File: config.mk
export PLATFORM = sky130hd
export DESIGN_NAME = lccf_outq_flat
export DESIGN_NICKNAME = d
export VERILOG_FILES = /design/src/lccf_pkg.sv /design/src/lccf_if.sv /design/src/lccf_outq.sv /design/src/flat_wrapper.sv
export SDC_FILE = /design/constraint.sdc
export NUM_CORES = 1
export LEC_CHECK = 0
export BUFFER_PORTS_ARGS = -buffer_cell sky130_fd_sc_hd__buf_4
export CAP_MARGIN = 20
export CELL_PAD_IN_SITES_DETAIL_PLACEMENT = 1
export CELL_PAD_IN_SITES_GLOBAL_PLACEMENT = 2
export CORE_MARGIN = 4
export CORE_UTILIZATION = 38
export DETAILED_ROUTE_END_ITERATION = 10
export GPL_TIMING_DRIVEN = 0
export PLACE_DENSITY_LB_ADDON = 0.3
export SETUP_SLACK_MARGIN = 0.4
export SLEW_MARGIN = 20
export SYNTH_ARGS = -nofsm -noshare
export SYNTH_HDL_FRONTEND = slang
export SYNTH_SLANG_ARGS = --single-unit
File: constraint.sdc
create_clock -name clk -period 3.6 [get_ports clk]
set_clock_uncertainty 0.1 [all_clocks]
set_input_delay 0.36 -clock clk [delete_from_list [all_inputs] [get_ports clk]]
set_output_delay 0.36 -clock clk [all_outputs]
set_load 0.005 [all_outputs]
File: src/lccf_pkg.sv
// Shared widths, mode codes and inter-module types for the collision count filter.
`timescale 1ns / 1ps
`default_nettype none
package lccf_pkg;

	localparam int ID_W   = 12;
	localparam int CNT_W  = 7;
	localparam int MODE_W = 2;

	localparam logic [MODE_W-1:0] MODE_CAND      = 2'd0;
	localparam logic [MODE_W-1:0] MODE_END_QUERY = 2'd1;
	localparam logic [MODE_W-1:0] MODE_END_JOIN  = 2'd2;

	typedef struct packed {
		logic            push;
		logic [ID_W-1:0] id;
	} lccf_push_t;

	typedef struct packed {
		logic [1:0] level;
		logic       pop;
	} lccf_qstat_t;

endpackage
`default_nettype wire

File: src/lccf_if.sv
// Channel interfaces: candidate input and match output.
`timescale 1ns / 1ps
`default_nettype none


interface lccf_match_if;
	logic                      valid;
	logic                      ready;
	logic [lccf_pkg::ID_W-1:0] match_id;

	modport source (output valid, output match_id, input ready);
	modport sink (input valid, input match_id, output ready);
endinterface
`default_nettype wire

File: src/lccf_outq.sv
// Two-entry output queue that holds matched ids until the sink takes them.
`timescale 1ns / 1ps
`default_nettype none
module lccf_outq (
	input wire                          clk,
	input wire                          arst_n,
	input wire lccf_pkg::lccf_push_t    push,
	output lccf_pkg::lccf_qstat_t       stat,
	lccf_match_if.source                match
);

	logic [lccf_pkg::ID_W-1:0] entry_q [2];
	logic                      head_q;
	logic                      tail_q;
	logic [1:0]                level_q;
	logic                      pop;

	assign pop            = match.valid && match.ready;
	assign match.valid    = (level_q != 2'd0);
	assign match.match_id = entry_q[head_q];
	assign stat.level     = level_q;
	assign stat.pop       = pop;

	always_ff @(posedge clk or negedge arst_n) begin
		if (!arst_n) begin
			head_q  <= 1'b0;
			tail_q  <= 1'b0;
			level_q <= 2'd0;
		end else begin
			if (push.push) begin
				tail_q <= ~tail_q;
			end
			if (pop) begin
				head_q <= ~head_q;
			end
			level_q <= level_q + 2'(push.push) - 2'(pop);
		end
	end

	always_ff @(posedge clk) begin
		if (push.push) begin
			entry_q[tail_q] <= push.id;
		end
	end

endmodule
`default_nettype wire

File: src/flat_wrapper.sv
// flat-port wrapper written by rule: the top's interface ports become plain ports
module lccf_outq_flat 
  (clk, arst_n, push, stat, match_valid, match_match_id, match_ready);
  lccf_match_if match_i ();
  input wire clk;
  input wire arst_n;
  input wire lccf_pkg::lccf_push_t push;
  output lccf_pkg::lccf_qstat_t stat;
  output wire logic [$bits(match_i.valid)-1:0] match_valid;
  output wire logic [$bits(match_i.match_id)-1:0] match_match_id;
  input wire logic [$bits(match_i.ready)-1:0] match_ready;
  assign match_valid = match_i.valid;
  assign match_match_id = match_i.match_id;
  assign match_i.ready = match_ready;
  lccf_outq u_core (.clk(clk), .arst_n(arst_n), .push(push), .stat(stat), .match(match_i));
endmodule
==> impl_metrics.toml, run 1 <==
[run_status]
outcome = "finished clean"

[global_routing]
use_met3_pct = 3.10
grt_overflow = 0
grt_max_degree = 16
antenna_found_initial = 0
grt_busiest_layer = "met2"
grtUsageMet1_pct = 13.7
use_met2_pct = 16.9
grt_usage_pct = 10.5
grt_pass1_wl_microns = 2870
grt_pass1_vias = 629

[pwr]
ir_drop_v = 0.000383
p_clk_share_pct = 12.1
power_frac_comb_pct = 39.2
p_leak_uw = 0.000585
power_frac_seq_pct = 48.7
internal-power_uw = 718
powerDensity_mw_per_mm2 = 696
p_sw_share_pct = 26.8
p_switching_uw = 264

[sta]
worstMarginPinSlew_ns = 1.04
fin_ws_ns = 1.73
fmax_mhz = 534
holdWs_ns = 0.130
slew_headroom_pct = 30.5
hold_viol = 0
rsz0062_at_grt = "false"
final_max_slew_viol_count = 0
setup_viol = 0
timing.final.crit_share_pct = 52.0
period_needed_ns = 1.87
setup_tns_ns = 0

[yosys]
yosys.area_share.xor_xnor_pct = 3.18
synthAdderAreaFrac_pct = 2.27
synth_top_family_by_area = "multiplexers"
yosys.area_share.simple_pct = 1.70
ys_warn_count = 0
yosys.area.top_type_share_pct = 65.4
yosysTopAreaCell = "edfxtp_1"
ys_ff_latch = 28
synth-compound-area-share_pct = 0.681
synth_area_leaders = "edfxtp_1 65%, mux2_4 12%, dfrtp_1 9.1%"
synthCells = 54
seq_area_frac_synth_pct = 74.5
syn_avg_cell_area_sq_um = 20.4
syn_area_sq_mm = 0.00110
synth.net_count = 72
synth_cell_type_count = 14
synth.mux.area_fraction_pct = 15.3

[floorplan]
initial_core_util_pct = 40.0
coreArea_sq_mm = 0.00276
fp-row-count = 19
io_pins = 32
die_w_microns = 61.9
fp.dieH_microns = 61.9
die_area_sq_mm = 0.00383

[routing]
drtIter0Drc = 9
vias = 571
drc = 0
drt_first_pass_iters = 2
routed_wl_microns = 1730
detail_route.wl_per_cell_microns = 14.3
ant_nets = 0
drt-vias-per-instance = 4.72

[layout]
syn2layout_area_growth_pct = 27.9
final_common_cell = "buf_4"
final_util_pct = 51.1
final_cell_mix = "32 x buf_4, 24 x edfxtp_1, 9 x mux2_4"
fill_cells = 271
nets = 109
layout-drive-gt1-share_pct = 54.4
antennaDiodeCount = 0

[clocking]
cts_buffers = 3
clk_pin_slew_ns = 0.13
cts_tree = "built"
htreeDepth = 1
clkSinkCount = 28
root_buffer = "clkbuf_4"
clock_path_buffers = 2
insertion_delay_ns = 0.30

[setup_path]
crit_fanout = 10
timing.rr.end = "u_core.entry_q[0][2]"
critPathKind = "reg -> out"
crit_path_start_kind = "register"
timing.rr.start = "u_core.tail_q"
cp-end-kind = "output port"
critPathArrivalTime_ns = 1.41
reg2regPathDepth = 1
critPathRequiredTime_ns = 3.14
ff2ff_setup_slack_ns = 1.90

[min_path]
hold-path-endpoint = "u_core.entry_q[1][6]"
holdPathStages = 1
hold_start = "push[6]"
hp-class = "in -> reg"

[job]
maxCapViolCount = 0

[placed_design]
gp_congestion = 0.643
io_buffers = 31
dp_slack_ns = 1.76
==> routing by layer <==
| metal | part of all wire (%) | vias up |
|---|---|---|
| met5 | 0 | - |
| met4 | 0.52 | 0 |
| met3 | 6.9 | 2 |
| met2 | 51 | 17 |
| met1 | 41 | 278 |
| li1 | - | 274 |
==> power by group through the flow <==
| stage | registers [uW] | clock network [uW] | logic (uW) |
|---|---|---|---|
| after floorplan | 476 | 0 | 229 |
| after global placement | 482 | 0 | 386 |
| after detailed placement | 486 | 0 | 396 |
| after CTS | 480 | 125 | 397 |
| after global routing | 490 | 143 | 424 |
| final | 478 | 119 | 385 |
==> registers in the layout (all words and copies together) (netlist names) <==
register	cells
u_core.level_q	2
u_core.head_q	1
u_core.tail_q	1
u_core.entry_q	24
==> worst max-delay path, stage by stage (launching register included) <==
cell and delay (ns):
dfrtp_1 0.45, buf_6 0.21, mux2_4 0.31, buf_4 0.13
==> cell type report <==
cell class	count	area [sq um]	share of cell area, %
sequential	28	821	58.2
multi-input combinational	22	255	18.1
timing repair buffer	32	243	17.2
tap	31	38.8	2.75
clock buffer	3	22.5	1.60
buffer	2	18.8	1.33
inverter	2	7.51	0.532
clock inverter	1	3.75	0.266
==> cell families (layout without fill, tap and decap cells) <==
family,after synthesis,count (layout)
multiplexers,12,12
XOR/XNOR,4,4
AO/OA/AOI/OAI,1,1
adder cells (fa/ha/maj),2,2
AND/OR/NAND/NOR,3,3
buffers and inverters,4,40
flip-flops,28,28
==> through the flow <==
step           area, sq um  std cells  total power (uW)
5_1_grt               1410        121              1060
2_1_floorplan         1100         54               705
4_1_cts               1410        121              1000
3_3_place_gp          1370        116               867
3_5_place_dp          1370        116               882
6_report              1410        121               982
==> worst max-delay path by stage <==
stage / startpoint / end / slack, ns / cells after the start
detailed placement: push[12] / u_core.entry_q[0][1] / 1.76 / 2
global route: u_core.head_q / match_match_id[8] / 1.62 / 3
finish: u_core.head_q / match_match_id[7] / 1.73 / 3
CTS: u_core.head_q / match_match_id[7] / 1.69 / 3
floorplan: u_core.level_q[0] / u_core.level_q[1] / 2.05 / 6
global placement: push[12] / u_core.entry_q[0][2] / 1.74 / 2
==> synth_stat cells <==
| cell type | instances |
|---|---|
| buf_4 | 1 |
| inv_1 | 2 |
| edfxtp_1 | 24 |
| and2_1 | 1 |
| ha_1 | 2 |
| dfrtp_1 | 4 |
| or2_2 | 1 |
| xnor2_1 | 2 |
| buf_6 | 1 |
| mux2_2 | 3 |
| mux2_4 | 9 |
| o21a_1 | 1 |
| xor2_1 | 2 |
| nor2b_1 | 1 |
==> what timing repair did <==
item | in CTS | in global routing
setup buffers | 0 | 0
hold endpoints to repair | 4 | 0
hold buffers | 1 | 0
resized for setup | 0 | 0
Note: power is estimated with default switching activity, not from simulation.
==> inputs of run 2 (changes only) <==
Settings changed: CORE_UTILIZATION 38 to 35.
Clock period 3.6 ns to 1.9 ns, I/O delays scaled along.
==> run 2 against run 1 <==
Against the previous run: count of clock-buffer cells in the layout unchanged; worst setup slack got worse by 1.5 ns; sequential power increased by 87%; clock power increased to 3.2 times the previous value; hold slack got worse by 0.054 ns; combinational power increased to 2.6 times the previous value.
==> impl_metrics.toml, run 2 (synthesis gave the netlist of run 1 again) <==
[global_routing]
grt_overflow = 0
antenna_found_initial = 0
grt_max_degree = 17
grt_pass1_wl_microns = 3390
grt_usage_pct = 11.1
grt_pass1_vias = 688

[setup_path]
crit_fanout = 2
critPathRequiredTime_ns = 2.03
reg2regPathDepth = 6
critPathArrivalTime_ns = 1.77
timing.rr.end = "u_core.level_q[1]"
timing.rr.start = "u_core.level_q[0]"
ff2ff_setup_slack_ns = 0.25
crit_path_start_kind = "register"
critPathKind = "reg -> reg"
cp-end-kind = "register"

[sta]
timing.final.crit_share_pct = 86.6
fin_ws_ns = 0.254
hold_viol = 0
final_max_slew_viol_count = 0
setup_viol = 0
fmax_mhz = 608
rsz0062_at_grt = "true"
worstMarginPinSlew_ns = 0.661
period_needed_ns = 1.65
slew_headroom_pct = 55.7
setup_tns_ns = 0

[clocking]
cts_buffers = 3
clock_path_buffers = 2
cts_tree = "built"
root_buffer = "clkbuf_4"
htreeDepth = 1
clkSinkCount = 28
clk_pin_slew_ns = 0.15
insertion_delay_ns = 0.33

[layout]
regMostFlops = "u_core.entry_q"
syn2layout_area_growth_pct = 55.3
nets = 132
final_common_cell = "buf_4"
largestRegisters = "u_core.entry_q: 24 flops, u_core.level_q: 2 flops"
antennaDiodeCount = 0
final_cell_mix = "35 x buf_4, 24 x edfxtp_1, 15 x dlygate4sd3_1"
largest_reg_flops = 24
layout-drive-gt1-share_pct = 54.9
fin_cells = 157

[floorplan]
coreArea_sq_mm = 0.00303
io_pins = 32
fp.dieH_microns = 64.1
fp-row-count = 20
initial_core_util_pct = 36.4
die_w_microns = 64.1
die_area_sq_mm = 0.00411

[pwr]
powerDensity_mw_per_mm2 = 1340
p_total_uw = 2290
ir_drop_v = 0.000686
p_leak_uw = 0.000716

[routing]
detail_route.wl_per_cell_microns = 13.9
drt_first_pass_iters = 1
routed_wl_microns = 2180
vias = 674
ant_nets = 0
drt-vias-per-instance = 4.29
drc = 0
drtIter0Drc = 0

[placed_design]
dp_hpwl_microns = 1340
io_buffers = 31
dp_slack_ns = 0.113
gp_congestion = 0.670
numPlacedInstances = 129

[job]
maxCapViolCount = 0

[run_status]
outcome = "finished clean"

[min_path]
hp-class = "in -> async"
## run 2: critical path, cell delays in order, from the launching register on
cell and delay [ns]:
dfrtp_1 0.43, o21a_1 0.23, ha_1 0.30, inv_1 0.07
ha_4 0.16, xnor2_2 0.13, xnor2_1 0.13
## run 2: final cells by class
type	count	area (sq um)
multi-input combinational	22	280
inverter	2	7.51
fill	294	1320
tap	44	55.1
sequential	28	821
timing repair buffer	55	469
clock inverter	1	30.0
clock buffer	3	22.5
buffer	2	26.3
## run 2: metrics by stage
step                      cell area (sq um)  util (%)  hold WS (ns)
final                                  1710      56.5        0.0761
after global placement                 1390      45.9        -0.111
after CTS                              1680      55.6        0.0252
after detailed placement               1390      45.9        -0.110
after floorplan                        1100         -        -0.206
after global routing                   1710      56.5        0.0486
## run 2: timing repair
action | in CTS | in global routing
pin swaps | 5 | 4
gates resized for setup | 11 | 1
hold endpoints to repair | 29 | 1
setup endpoints to repair | 27 | 21
setup buffers | 8 | 1
hold buffers | 14 | 1
## run 2: metal layers
layer / up-vias / GRT usage, % / wire, microns
met4: 0 / 4.75 / 37
met1: 331 / 12.8 / 881
met2: 21 / 19.0 / 1140
li1: 317 / - / -
met5: - / 0 / 0
met3: 5 / 3.51 / 125
## run 2: how the worst max path moves through the flow
stage	startpoint	cells after the start	to	slack, ns
floorplan	u_core.level_q[0]	6	u_core.level_q[1]	0.35
detailed placement	u_core.tail_q	1	u_core.entry_q[0][2]	0.11
global route	u_core.level_q[0]	6	u_core.level_q[1]	0.18
global placement	u_core.tail_q	1	u_core.entry_q[0][4]	0.14
finish	u_core.level_q[0]	6	u_core.level_q[1]	0.25
CTS	u_core.head_q	3	match_match_id[6]	0.26
## run 2: power breakdown
part	total, uW	switching (uW)	internal [uW]	leakage, uW
clock network	386	173	213	0.0000279
registers	893	61.1	832	0.000272
logic	1020	372	643	0.000416
